**config.mk**
```make
export PLATFORM = sky130hd
export DESIGN_NAME = ultrasonic_range_meter
export DESIGN_NICKNAME = d
export VERILOG_FILES = /design/src/design/urm_pkg.sv /design/src/design/urm_ctrl.sv /design/src/design/urm_dpath.sv /design/src/design/ultrasonic_range_meter.sv
export SDC_FILE = /design/constraint.sdc
export NUM_CORES = 2
export LEC_CHECK = 0
export BUFFER_PORTS_ARGS = -buffer_cell sky130_fd_sc_hd__clkbuf_2
export CAP_MARGIN = 5
export CORE_ASPECT_RATIO = 1.4
export CORE_MARGIN = 10
export CORE_UTILIZATION = 35
export CTS_CLUSTER_DIAMETER = 40
export DETAILED_ROUTE_END_ITERATION = 8
export SLEW_MARGIN = 15
export SYNTH_ARGS = -nofsm -noshare
export SYNTH_HDL_FRONTEND = slang
export SYNTH_SLANG_ARGS = --single-unit
```
**constraint.sdc**
```tcl
create_clock -name clk_i -period 13.58 [get_ports clk_i]
set_input_delay 2.716 -clock clk_i [delete_from_list [all_inputs] [get_ports clk_i]]
set_output_delay 2.716 -clock clk_i [all_outputs]
set_load 0.01 [all_outputs]
```
**src/design/urm_pkg.sv**
```systemverilog
`timescale 1ns / 1ps
// ----------------------------------------------------------------------------
// urm_pkg: shared types and constants for the ultrasonic range meter
// Register map, controller states, divider sizing and command/status bundles.
// ----------------------------------------------------------------------------
package urm_pkg;

  // register map
  localparam int unsigned NumRegs    = 2;
  localparam int unsigned AddrW      = 3;
  localparam int unsigned RegIdxW    = 1;

  typedef enum logic [RegIdxW-1:0] {
    REG_UPDATE_TICKS = 1'b0,
    REG_TICKS_PER_US = 1'b1
  } urm_reg_e;

  // field widths
  localparam int unsigned TicksW     = 16;
  localparam int unsigned RateW      = 8;
  localparam int unsigned CountW     = 32;
  localparam int unsigned DigitW     = 4;
  localparam int unsigned NumDigits  = 4;
  localparam int unsigned DigitCntW  = $clog2(NumDigits);

  // reset values
  localparam logic [TicksW-1:0] UpdateTicksRst = 16'd100;
  localparam logic [RateW-1:0]  TicksPerUsRst  = 8'd25;

  // divider constants
  localparam int unsigned      DivSteps    = CountW;
  localparam int unsigned      DivCntW     = $clog2(DivSteps);

  // reciprocals: width/58 as (width/2)*ceil(2^36/29) >> 36, x/10 as x*ceil(2^35/10) >> 35
  localparam logic [CountW-1:0] RecipCm  = 32'd2369637129;
  localparam logic [CountW-1:0] RecipTen = 32'hCCCC_CCCD;
  localparam int unsigned       CmShift  = 36;
  localparam int unsigned       TenShift = 35;

  // controller states
  typedef enum logic [2:0] {
    ST_IDLE,
    ST_EDGE_DIV,
    ST_EDGE_WR,
    ST_CM_DIV,
    ST_DEC_LOAD,
    ST_DEC_DIV,
    ST_DEC_SAVE,
    ST_FINISH
  } urm_state_e;

  // controller to datapath commands
  typedef struct packed {
    logic tick;
    logic load_edge;
    logic load_cm;
    logic load_dec;
    logic dec_split;
    logic step;
    logic width_wr;
    logic digit_shift;
    logic width_clr;
    logic out_load;
    logic out_upd;
  } urm_cmd_t;

  // datapath to controller status
  typedef struct packed {
    logic hit;
  } urm_stat_t;

endpackage

```
**src/design/urm_ctrl.sv**
```systemverilog
`timescale 1ns / 1ps
// ----------------------------------------------------------------------------
// urm_ctrl: request sequencer
// Runs each request through divider or multiplier as needed, loads the result.
// ----------------------------------------------------------------------------
module urm_ctrl import urm_pkg::*; (
  input  logic      clk_i,
  input  logic      rst_ni,
  input  logic      in_valid_i,
  output logic      in_ready_o,
  input  logic      mode_i,
  input  logic      echo_level_i,
  output logic      out_valid_o,
  input  logic      out_ready_i,
  input  urm_stat_t stat_i,
  output urm_cmd_t  cmd_o
);

  urm_state_e           state_q, state_d;
  logic [DivCntW-1:0]   step_q, step_d;
  logic [DigitCntW-1:0] dig_q, dig_d;
  logic                 upd_q, upd_d;
  logic                 out_valid_q, out_valid_d;
  logic                 step_last;

  assign step_last   = (step_q == DivCntW'(DivSteps - 1));
  assign in_ready_o  = (state_q == ST_IDLE);
  assign out_valid_o = out_valid_q;

  // state and counters
  always_ff @(posedge clk_i or negedge rst_ni) begin
    if (!rst_ni) begin
      state_q     <= ST_IDLE;
      step_q      <= '0;
      dig_q       <= '0;
      upd_q       <= 1'b0;
      out_valid_q <= 1'b0;
    end else begin
      state_q     <= state_d;
      step_q      <= step_d;
      dig_q       <= dig_d;
      upd_q       <= upd_d;
      out_valid_q <= out_valid_d;
    end
  end

  // next state and commands
  always_comb begin
    state_d     = state_q;
    step_d      = step_q;
    dig_d       = dig_q;
    upd_d       = upd_q;
    out_valid_d = out_valid_q;
    cmd_o       = '0;

    // result taken downstream
    if (out_valid_q && out_ready_i) begin
      out_valid_d = 1'b0;
    end

    case (state_q)
      ST_IDLE: begin
        step_d = '0;
        dig_d  = '0;
        if (in_valid_i) begin
          if (!mode_i) begin
            cmd_o.tick = 1'b1;
            upd_d      = stat_i.hit;
            if (stat_i.hit) begin
              state_d = ST_CM_DIV;
            end else begin
              state_d = ST_FINISH;
            end
          end else if (!echo_level_i) begin
            upd_d           = 1'b0;
            cmd_o.load_edge = 1'b1;
            state_d         = ST_EDGE_DIV;
          end else begin
            upd_d   = 1'b0;
            state_d = ST_FINISH;
          end
        end
      end
      ST_EDGE_DIV: begin
        cmd_o.step = 1'b1;
        step_d     = step_q + 1'b1;
        if (step_last) begin
          state_d = ST_EDGE_WR;
        end
      end
      ST_EDGE_WR: begin
        cmd_o.width_wr = 1'b1;
        state_d        = ST_FINISH;
      end
      // width to centimetres in one multiply
      ST_CM_DIV: begin
        cmd_o.load_cm = 1'b1;
        state_d       = ST_DEC_LOAD;
      end
      ST_DEC_LOAD: begin
        cmd_o.load_dec = 1'b1;
        state_d        = ST_DEC_DIV;
      end
      ST_DEC_DIV: begin
        cmd_o.dec_split = 1'b1;
        state_d         = ST_DEC_SAVE;
      end
      ST_DEC_SAVE: begin
        cmd_o.digit_shift = 1'b1;
        dig_d             = dig_q + 1'b1;
        if (dig_q == DigitCntW'(NumDigits - 1)) begin
          cmd_o.width_clr = 1'b1;
          state_d         = ST_FINISH;
        end else begin
          state_d = ST_DEC_LOAD;
        end
      end
      ST_FINISH: begin
        // wait for the result register to be free
        if (!out_valid_q || out_ready_i) begin
          cmd_o.out_load = 1'b1;
          cmd_o.out_upd  = upd_q;
          out_valid_d    = 1'b1;
          state_d        = ST_IDLE;
        end
      end
      default: begin
        state_d = ST_IDLE;
      end
    endcase
  end

endmodule

```
**src/design/urm_dpath.sv**
```systemverilog
`timescale 1ns / 1ps
// ----------------------------------------------------------------------------
// urm_dpath: range meter datapath
// Tick countdown, pulse width, digits, radix-2 divider for the echo width,
// reciprocal multiplier for the centimetre and decimal steps, result register.
// ----------------------------------------------------------------------------
module urm_dpath import urm_pkg::*; (
  input  logic                  clk_i,
  input  logic                  rst_ni,
  input  urm_cmd_t              cmd_i,
  output urm_stat_t             stat_o,
  input  logic [TicksW-1:0]     update_ticks_i,
  input  logic [RateW-1:0]      ticks_per_us_i,
  input  logic [CountW-1:0]     capture_count_i,
  output logic                  backplane_o,
  output logic                  trigger_start_o,
  output logic                  update_done_o,
  output logic [DigitW-1:0]     digit_ones_o,
  output logic [DigitW-1:0]     digit_tens_o,
  output logic [DigitW-1:0]     digit_hundreds_o,
  output logic [DigitW-1:0]     digit_thousands_o,
  output logic [CountW-1:0]     echo_width_us_o
);

  logic [TicksW-1:0]   cd_q, cd_d, cd_dec;
  logic [CountW-1:0]   width_q, width_d;
  logic                bp_q, bp_d;
  logic [DigitW-1:0]   dig_q [NumDigits];
  logic [CountW-1:0]   dvd_q, dvd_d;
  logic [RateW-1:0]    rem_q, rem_d;
  logic [RateW-1:0]    dvs_q, dvs_d;
  logic [RateW:0]      rem_sh, rem_diff;
  logic                rem_ge;
  logic [CountW-1:0]   quo_q, quo_d;
  logic [CountW-1:0]   mul_a, mul_b;
  logic [2*CountW-1:0] mul_p;
  logic [CountW-1:0]   cm_quo, ten_quo, ten_rem;

  // countdown compare
  assign cd_dec     = cd_q - 1'b1;
  assign stat_o.hit = (cd_dec == '0);

  // architectural state
  always_comb begin
    cd_d    = cd_q;
    bp_d    = bp_q;
    width_d = width_q;
    if (cmd_i.tick) begin
      cd_d = stat_o.hit ? update_ticks_i : cd_dec;
      bp_d = ~bp_q;
    end
    if (cmd_i.width_wr) begin
      width_d = dvd_q;
    end
    if (cmd_i.width_clr) begin
      width_d = '0;
    end
  end

  always_ff @(posedge clk_i or negedge rst_ni) begin
    if (!rst_ni) begin
      cd_q    <= UpdateTicksRst;
      bp_q    <= 1'b0;
      width_q <= '0;
    end else begin
      cd_q    <= cd_d;
      bp_q    <= bp_d;
      width_q <= width_d;
    end
  end

  // digit shift register, ones digit comes out first
  always_ff @(posedge clk_i or negedge rst_ni) begin
    if (!rst_ni) begin
      for (int i = 0; i < NumDigits; i++) begin
        dig_q[i] <= '0;
      end
    end else if (cmd_i.digit_shift) begin
      for (int i = 0; i < NumDigits - 1; i++) begin
        dig_q[i] <= dig_q[i+1];
      end
      dig_q[NumDigits-1] <= rem_q[DigitW-1:0];
    end
  end

  // restoring divider step, quotient shifts into the dividend register
  assign rem_sh   = {rem_q, dvd_q[CountW-1]};
  assign rem_ge   = (rem_sh >= {1'b0, dvs_q});
  assign rem_diff = rem_sh - {1'b0, dvs_q};

  // shared reciprocal multiplier, halved width for cm, running value for digits
  assign mul_a   = cmd_i.load_cm ? {1'b0, width_q[CountW-1:1]} : dvd_q;
  assign mul_b   = cmd_i.load_cm ? RecipCm : RecipTen;
  assign mul_p   = mul_a * mul_b;
  assign cm_quo  = {{(CmShift-CountW){1'b0}}, mul_p[2*CountW-1:CmShift]};
  assign ten_quo = {{(TenShift-CountW){1'b0}}, mul_p[2*CountW-1:TenShift]};
  assign ten_rem = dvd_q - {quo_q[CountW-4:0], 3'b000} - {quo_q[CountW-2:0], 1'b0};

  always_comb begin
    dvd_d = dvd_q;
    rem_d = rem_q;
    dvs_d = dvs_q;
    quo_d = quo_q;
    if (cmd_i.load_edge) begin
      dvd_d = capture_count_i;
      dvs_d = ticks_per_us_i;
      rem_d = '0;
    end else if (cmd_i.load_cm) begin
      dvd_d = cm_quo;
    end else if (cmd_i.load_dec) begin
      quo_d = ten_quo;
    end else if (cmd_i.dec_split) begin
      dvd_d = quo_q;
      rem_d = ten_rem[RateW-1:0];
    end else if (cmd_i.step) begin
      dvd_d = {dvd_q[CountW-2:0], rem_ge};
      rem_d = rem_ge ? rem_diff[RateW-1:0] : rem_sh[RateW-1:0];
    end
  end

  always_ff @(posedge clk_i) begin
    dvd_q <= dvd_d;
    rem_q <= rem_d;
    dvs_q <= dvs_d;
    quo_q <= quo_d;
  end

  // result register
  always_ff @(posedge clk_i) begin
    if (cmd_i.out_load) begin
      backplane_o       <= bp_q;
      trigger_start_o   <= cmd_i.out_upd;
      update_done_o     <= cmd_i.out_upd;
      digit_ones_o      <= dig_q[0];
      digit_tens_o      <= dig_q[1];
      digit_hundreds_o  <= dig_q[2];
      digit_thousands_o <= dig_q[3];
      echo_width_us_o   <= width_q;
    end
  end

endmodule

```
**src/design/ultrasonic_range_meter.sv**
```systemverilog
`timescale 1ns / 1ps
// ----------------------------------------------------------------------------
// ultrasonic_range_meter: echo width capture and four-digit cm readout
// Steps: a falling edge runs the bit-serial width divider; a tick that
// refreshes the digits runs one cm multiply, then load, split, save per digit.
// Throughput: one request at a time; the next waits until the last is loaded.
// Reset: asynchronous active low; registers return to 100 and 25, state clears.
// ----------------------------------------------------------------------------
module ultrasonic_range_meter import urm_pkg::*; (
  input  logic              clk_i,
  input  logic              rst_ni,
  // apb configuration port
  input  logic              psel,
  input  logic              penable,
  input  logic              pwrite,
  input  logic [AddrW-1:0]  paddr,
  input  logic [31:0]       pwdata,
  output logic [31:0]       prdata,
  output logic              pready,
  // request channel
  input  logic              in_valid_i,
  output logic              in_ready_o,
  input  logic              mode_i,
  input  logic              echo_level_i,
  input  logic [CountW-1:0] capture_count_i,
  // result channel
  output logic              out_valid_o,
  input  logic              out_ready_i,
  output logic              backplane_o,
  output logic              trigger_start_o,
  output logic              update_done_o,
  output logic [DigitW-1:0] digit_ones_o,
  output logic [DigitW-1:0] digit_tens_o,
  output logic [DigitW-1:0] digit_hundreds_o,
  output logic [DigitW-1:0] digit_thousands_o,
  output logic [CountW-1:0] echo_width_us_o
);

  logic [TicksW-1:0] update_ticks_q;
  logic [RateW-1:0]  ticks_per_us_q;
  urm_reg_e          reg_idx;
  logic              reg_wr;
  urm_cmd_t          cmd;
  urm_stat_t         stat;

  // configuration registers
  assign pready  = 1'b1;
  assign reg_idx = urm_reg_e'(paddr[AddrW-1 -: RegIdxW]);
  assign reg_wr  = psel && penable && pwrite;

  always_ff @(posedge clk_i or negedge rst_ni) begin
    if (!rst_ni) begin
      update_ticks_q <= UpdateTicksRst;
      ticks_per_us_q <= TicksPerUsRst;
    end else if (reg_wr) begin
      case (reg_idx)
        REG_UPDATE_TICKS: update_ticks_q <= pwdata[TicksW-1:0];
        REG_TICKS_PER_US: ticks_per_us_q <= pwdata[RateW-1:0];
        default: ;
      endcase
    end
  end

  // register readback
  always_comb begin
    case (reg_idx)
      REG_UPDATE_TICKS: prdata = {{(32-TicksW){1'b0}}, update_ticks_q};
      REG_TICKS_PER_US: prdata = {{(32-RateW){1'b0}}, ticks_per_us_q};
      default:          prdata = '0;
    endcase
  end

  // sequencer
  urm_ctrl u_ctrl (
    .clk_i        (clk_i),
    .rst_ni       (rst_ni),
    .in_valid_i   (in_valid_i),
    .in_ready_o   (in_ready_o),
    .mode_i       (mode_i),
    .echo_level_i (echo_level_i),
    .out_valid_o  (out_valid_o),
    .out_ready_i  (out_ready_i),
    .stat_i       (stat),
    .cmd_o        (cmd)
  );

  // datapath
  urm_dpath u_dpath (
    .clk_i             (clk_i),
    .rst_ni            (rst_ni),
    .cmd_i             (cmd),
    .stat_o            (stat),
    .update_ticks_i    (update_ticks_q),
    .ticks_per_us_i    (ticks_per_us_q),
    .capture_count_i   (capture_count_i),
    .backplane_o       (backplane_o),
    .trigger_start_o   (trigger_start_o),
    .update_done_o     (update_done_o),
    .digit_ones_o      (digit_ones_o),
    .digit_tens_o      (digit_tens_o),
    .digit_hundreds_o  (digit_hundreds_o),
    .digit_thousands_o (digit_thousands_o),
    .echo_width_us_o   (echo_width_us_o)
  );

endmodule

```
## Yosys cells after proc, flatten, opt, wreduce, memory -nomap -nowiden

Cells that the tools add are included.

| word-level totals | value |
|---|---|
| register bits | 228 |
| input port bits | 76 |
| output and inout bits | 86 |
| word-level logic and storage cells | 113 |

| operators by class | value |
|---|---|
| $add $sub $neg | 6 |
| multiply operators | 1 |
| $lt $le $gt $ge | 1 |
| eq/ne operators | 13 |
| muxes and demuxes | 42 |
| bitwise gates (word level) | 5 |
| reductions and logical operators | 20 |

Operator list:

| cell | count |
|---|---|
| 32-bit two-way mux | 8 |
| 32-bit by 32-bit multiplier with 64-bit output | 1 |
| 32-bit case mux with 2 select lines | 1 |
| 31-bit two-way mux | 1 |
| 8-bit two-way mux | 3 |
| 3-bit case mux with 8 select lines | 1 |
| 8-bit subtractor | 3 |
| 3-bit two-way mux | 6 |
| 16-bit zero test | 1 |
| 16-bit two-way mux | 1 |
| 16-bit by 1-bit subtractor with 16-bit output (second input constant) | 1 |
| 1-bit two-way mux | 13 |
| 3-bit equality test (second input constant) | 4 |
| 2-bit two-way mux | 6 |
| 5-bit case mux with 2 select lines | 1 |
| 2-bit AND reduction | 5 |
| 9-bit by 8-bit >= comparator with 1-bit output | 1 |
| 3-bit AND reduction | 3 |
| 2-bit nonzero test | 4 |
| 3-bit by 2-bit equality test with 1-bit output (second input constant) | 2 |
| 5-bit by 1-bit adder with 5-bit output (second input constant) | 1 |
| 5-bit equality test (second input constant) | 1 |
| 1-bit NOT | 5 |
| 2-bit by 1-bit != test with 1-bit output (second input constant) | 2 |
| 11 further kinds | 13 |

## Logic depth before layout (Yosys ltp)

| logic depth | value |
|---|---|
| depth in word-level cells | 7 |
| depth in mapped cells | 35 |
| mapped depth without buffers | 31 |

## Modules after synthesis

Synthesis repeated with hierarchy kept, for this count alone.

| second synthesis, totals | value |
|---|---|
| cells, all modules | 3072 |
| area total of the unflattened synthesis | 32398.6 sq um |

Modules (own cells, without submodules):

| module | instances | cells an instance | area an instance (sq um) | seq. area each (sq um) |
|---|---|---|---|---|
| urm_dpath | 1 | 2904 | 30387.9 | 5363.9 |
| ultrasonic_range_meter | 1 | 88 | 1255.0 | 608.1 |
| urm_ctrl | 1 | 80 | 755.7 | 300.3 |

## Worst setup path before layout

No wires, ideal clock.

| path | value |
|---|---|
| path kind | reg2reg |
| start | register u_ctrl.state_q[2] |
| end | register u_dpath.dvd_q[23], data pin |
| setup time | 0.261 ns |
| arrival | 7.954 ns |
| required time | 13.319 ns |
| setup slack | 5.365 ns |
| cell stages (with the launch flop) | 34 |
| path buffers | 4 |
| period minus slack after synthesis | 8.215 ns |
| path through | dfrtp_1 -> clkbuf_1 -> inv_1 -> nand3_1 -> clkbuf_1 -> buf_1 -> clkbuf_1 -> nand2_1 -> inv_1 -> ha_1 -> fa_1 -> fa_1 -> inv_1 -> fa_1 -> inv_1 -> fa_1 -> inv_1 -> fa_1 -> inv_1 -> fa_1 -> inv_1 -> fa_1 -> inv_1 -> ha_1 -> nand4_1 -> nor4_1 -> o211ai_1 -> o211a_1 -> a21oi_1 -> o31ai_2 -> o221ai_2 -> a31oi_1 -> xnor2_1 -> a221o_1 |

| between the ends | value |
|---|---|
| longest elaborated chain between the ends | 6 |
| elaborated cells on any way between the ends | 13 |
| those cells by class | mul: 1; eq/ne: 2; mux: 9; reduce/logical: 1 |

Ends and longest elaborated chain:

| what | line | RTL |
|---|---|---|
| start: declaration | urm_ctrl.sv:19 | `urm_state_e state_q, state_d;` |
| start signal: assignment | urm_ctrl.sv:39 | `state_q <= state_d;` |
| 3-bit by 2-bit equality test with 1-bit output * | urm_ctrl.sv:61 | `case (state_q)` |
| 1-bit two-way mux * | urm_ctrl.sv:61 |  |
| 32-bit two-way mux or 31-bit two-way mux (tied branches) | urm_dpath.sv:92, urm_dpath.sv:93 |  |
| 32-bit by 32-bit multiplier with 64-bit output * | urm_dpath.sv:94 | `assign mul_p = mul_a * mul_b;` |
| via u_dpath.mul_p[59] | urm_dpath.sv:36 | `logic [2*CountW-1:0] mul_p;` |
| 32-bit two-way mux * | urm_dpath.sv:108 | `end else if (cmd_i.load_cm) begin` |
| 32-bit two-way mux * | urm_dpath.sv:104 | `if (cmd_i.load_edge) begin` |
| via u_dpath.dvd_d[23] | urm_dpath.sv:29 | `logic [CountW-1:0] dvd_q, dvd_d;` |
| end signal: assignment | urm_dpath.sv:122 | `dvd_q <= dvd_d;` |
| end: declaration | urm_dpath.sv:29 |  |

Mark *: on every way through the listed nets, which the timed path passes. The rest lies on a longest branch. The select of a mux whose other input is x is not followed.
A chain may end at the register's enable or synchronous reset.

## Worst setup path in the final report

| path | value |
|---|---|
| start | register u_ctrl.state_q[0] |
| end | register u_dpath.dvd_q[23], data pin |

Same word-level chain as after synthesis.

==> results.md <==
- Status: finished clean
- Routed WL: 104,100 microns
- Worst Setup Path Type: reg -> reg
- Hold Crit Class: reg -> reg
- Critical Path Source Type: flip-flop
- Nets: 4,301
- Post-synth EDFFs: between 100 and 150
- Unique masters post-synth: 86
- Hold-fix buffer count after cts: 0
- Final antenna-violating net count: 0
- Gr usage total: 19.96%
- Vias post-DR: 22.41k
- GR peak layer: met2
- Die width: 276.5 microns
- Bufs and invs on worst path: 5
- Worst r2r src: u_ctrl.state_q[0]
- Setup WS pre-CTS: between 3 and 4 ns
- Filler cell count: ~9.1k
- CTS root buf: clkbuf_16
- Async SR Flop Fraction: between 40% and 50%
- Worst setup path endpoint: u_dpath.dvd_q[23]
- DRT Pass-1 Iters: 5
- Via density: 5.003
- I/O pin total: 162
- Crit path launch: u_ctrl.state_q[0]
- Most frequent cells in the layout: inv_1 (760), fa_1 (531), ha_1 (438)
- Worst path most repeated cell: fa_1
- CP max stage cell: nor4_2
- Inserted Clock Buffers: 34
- Die area: 104,800 sq um
- Port Buffers: 126
- Hold Vio Cnt, Final: 0
- Yosys reg bits: 228
- CTS Sinks: 228
- FF-to-FF path depth: 26
- Initial drt markers: 1,337
- CP max FO: 33
- Setup TNS: 0 ns
- # Post-CTS Setup Buffers: 0
- Layout area overhead: 9.707%
- Critical Path AT: 11.09 ns
- Routed WL per cell: 23.23 microns
- Detailed Place HPWL: around 92,000 microns
- # rows: 131
- CTS tree: done
- Wire length of the first global-routing pass: roughly 160,000 microns
- Commonest non-fill, non-tap cell in the layout: inv_1
- Reg2reg setup slack: 2.75 ns
- Maximum capacitance violations: 0
- GR Overflow Total: 0
- Worst-margin pin slew: 1.199 ns
- Final-report setup violation count: 0
- Synth Instances: 3,134
- Crit path required time: 13.85 ns
- Largest net degree at the start of global routing: 68
- Syn. warnings: 0
- Worst path top cell family by delay: adder cells
- Met1 GRT Util: 21.73%
- CP Capture Type: flip-flop
- Core ar.: 91,300 sq um
- Share of cells above drive strength 1: between 9 and 10%
- RSZ-0062 raised after global routing: false
- Layout Cells excl Fill: 4,480
- Placed cell count: 4,417
- Levels on crit path: 26
- Max Root-Sink Buffers: 3
- Synth Cell Area: 32,240 sq um
- Mean Syn Cell Area: 10.29 sq um
- Grt met2 use: 35.70%
- Fin crit share: 79.74%
- Vias in the first global route: roughly 25k
- Seq/Total Area, Yosys: around 20%
- Met3 Track Usage GR: 2.286%
- Final Slew Violations: 0
- Post-route DRC: 0
- Fin util: 38.74%
- Max-slew headroom: 19.41%
- Skew-Pair Late Insertion Delay: 0.52 ns
- Starting density of the core: about a third
- Clk pin slew, worst setup/hold paths: 0.06 ns
- Final worst setup slack: 2.751 ns
- Final Skew: around 0.02 ns
- Max Fclk: 0.09235 GHz
- Die Y: 379.1 microns
- Post-CTS Resized: 0
- Max incr delay on CP: around 1.0 ns
- Final min period: approximately 11 ns
- Most used DFF post-synth: edfxtp_1
- H-tree levels: 2
- Routability cong.: 0.9916
- Initial antenna violation count: 6
- Reg-to-Reg End: u_dpath.dvd_q[23]
-- layer usage --
layer | routed length [microns] | part of all wire (%)
met2 | 52220 | 50
met1 | 38120 | 37
met3 | 4381 | 4.2
met5 | 23 | 0.022
met4 | 9313 | 8.9
-- worst register-to-register path, cell delays in order (launching register included) --
cell and delay (ns):
dfrtp_1 0.75, and3b_2 0.46, buf_4 0.43, nand2_1 0.34
nand2_1 0.34, inv_1 0.20, fa_1 0.57, inv_1 0.05
fa_1 0.59, inv_1 0.08, fa_1 0.48, fa_1 0.53
inv_1 0.06, fa_1 0.44, fa_1 0.54, fa_1 0.42
ha_1 0.29, ha_1 0.41, nand2_1 0.38, nor4_2 1.02
nand4_1 0.18, a21oi_1 0.74, o31ai_2 0.26, o221ai_2 0.32
a31oi_1 0.17, xnor2_1 0.18, a221o_1 0.35
-- metrics by stage --
step	area, sq um	hold WS (ns)
final	35370	0.4459
after global routing	35360	0.4586
after CTS	35360	0.4436
after detailed placement	34230	0.4310
after global placement	34230	0.4269
after floorplan	32420	0.4194
-- registers in the layout (all words and copies together), names as in the netlist, 3 cells and up --
| signal | count |
|---|---|
| u_dpath.digit_hundreds_o | 4 |
| u_dpath.rem_q | 8 |
| u_ctrl.state_q | 3 |
| u_dpath.dig_q | 16 |
| ticks_per_us_q | 8 |
| u_dpath.dvs_q | 8 |
| u_dpath.digit_tens_o | 4 |
| u_dpath.digit_ones_o | 4 |
| u_dpath.quo_q | 29 |
| u_ctrl.step_q | 5 |
| u_dpath.echo_width_us_o | 32 |
| update_ticks_q | 16 |
| u_dpath.cd_q | 16 |
| u_dpath.width_q | 32 |
| u_dpath.digit_thousands_o | 4 |
| u_dpath.dvd_q | 32 |
-- logic make-up (layout without fill, tap and decap cells) --
group                      after synthesis  in the layout  share of synthesized area (%)
xor gates and xnor gates                68             68                          1.871
and+or+nand+nor                        521            521                          7.375
AOI/OAI and AO/OA                      414            414                          8.776
buffers and inverters                  870            967                          10.41
other                                    2             54                        0.02330
DFF                                    228            228                          19.46
muxes                                   62             62                          2.111
adders and majority gates              969            969                          49.98
-- cell usage after synthesis, types with 11 or more instances --
| library cell | n | area [sq um] |
|---|---|---|
| edfxtp_1 | 119 | 3573 |
| o21ai_0 | 66 | 330.3 |
| mux2_2 | 48 | 540.5 |
| o21ai_1 | 11 | 55.05 |
| nor2b_1 | 26 | 162.7 |
| ha_1 | 438 | 5480 |
| xnor2_1 | 47 | 411.6 |
| buf_4 | 19 | 142.6 |
| mux2i_1 | 14 | 140.1 |
| o31ai_1 | 13 | 97.59 |
| clkbuf_1 | 80 | 300.3 |
| a22o_1 | 35 | 306.5 |
| xor2_1 | 20 | 175.2 |
| a31oi_1 | 14 | 87.58 |
| fa_1 | 531 | 10630 |
| a21oi_1 | 122 | 610.6 |
| inv_1 | 761 | 2856 |
| o21bai_1 | 14 | 105.1 |
| nand3_1 | 24 | 120.1 |
| nand4_1 | 18 | 112.6 |
| a21o_1 | 39 | 292.8 |
| o21a_1 | 15 | 112.6 |
| and3_1 | 15 | 93.84 |
| nand2_1 | 287 | 1077 |
| dfrtp_1 | 92 | 2302 |
| nor2_1 | 79 | 296.5 |
| nor3_1 | 21 | 105.1 |
| a221o_1 | 29 | 290.3 |
-- worst min path at each step --
stage	end	slack (ns)	cells after the start	from
after floorplan	u_dpath.digit_ones_o[0]	0.42	0	u_dpath.dig_q[12]
after global placement	u_dpath.digit_ones_o[1]	0.43	0	u_dpath.dig_q[13]
after detailed placement	u_dpath.digit_ones_o[2]	0.43	0	u_dpath.dig_q[14]
after CTS	u_dpath.digit_ones_o[2]	0.44	0	u_dpath.dig_q[14]
after global routing	u_dpath.digit_ones_o[3]	0.46	0	u_dpath.dig_q[15]
final	u_dpath.digit_ones_o[2]	0.45	0	u_dpath.dig_q[14]
-- layout make-up --
class                           instances  area, sq um  share of cell area (%)
Multi-Input combinational cell       2086        22830                   64.55
Timing Repair Buffer                  145        775.7                   2.194
Clock inverter                         22        219.0                  0.6191
Sequential cell                       228         6272                   17.74
Inverter                              761         2856                   8.077
Clock buffer                           39        912.1                   2.579
Antenna cell                            2        5.005                 0.01415
Tap cell                             1197         1498                   4.235
Power is left out: the tool's default activity adds up to more than one toggle a clock period on the data nets, which glitch-free logic cannot reach.
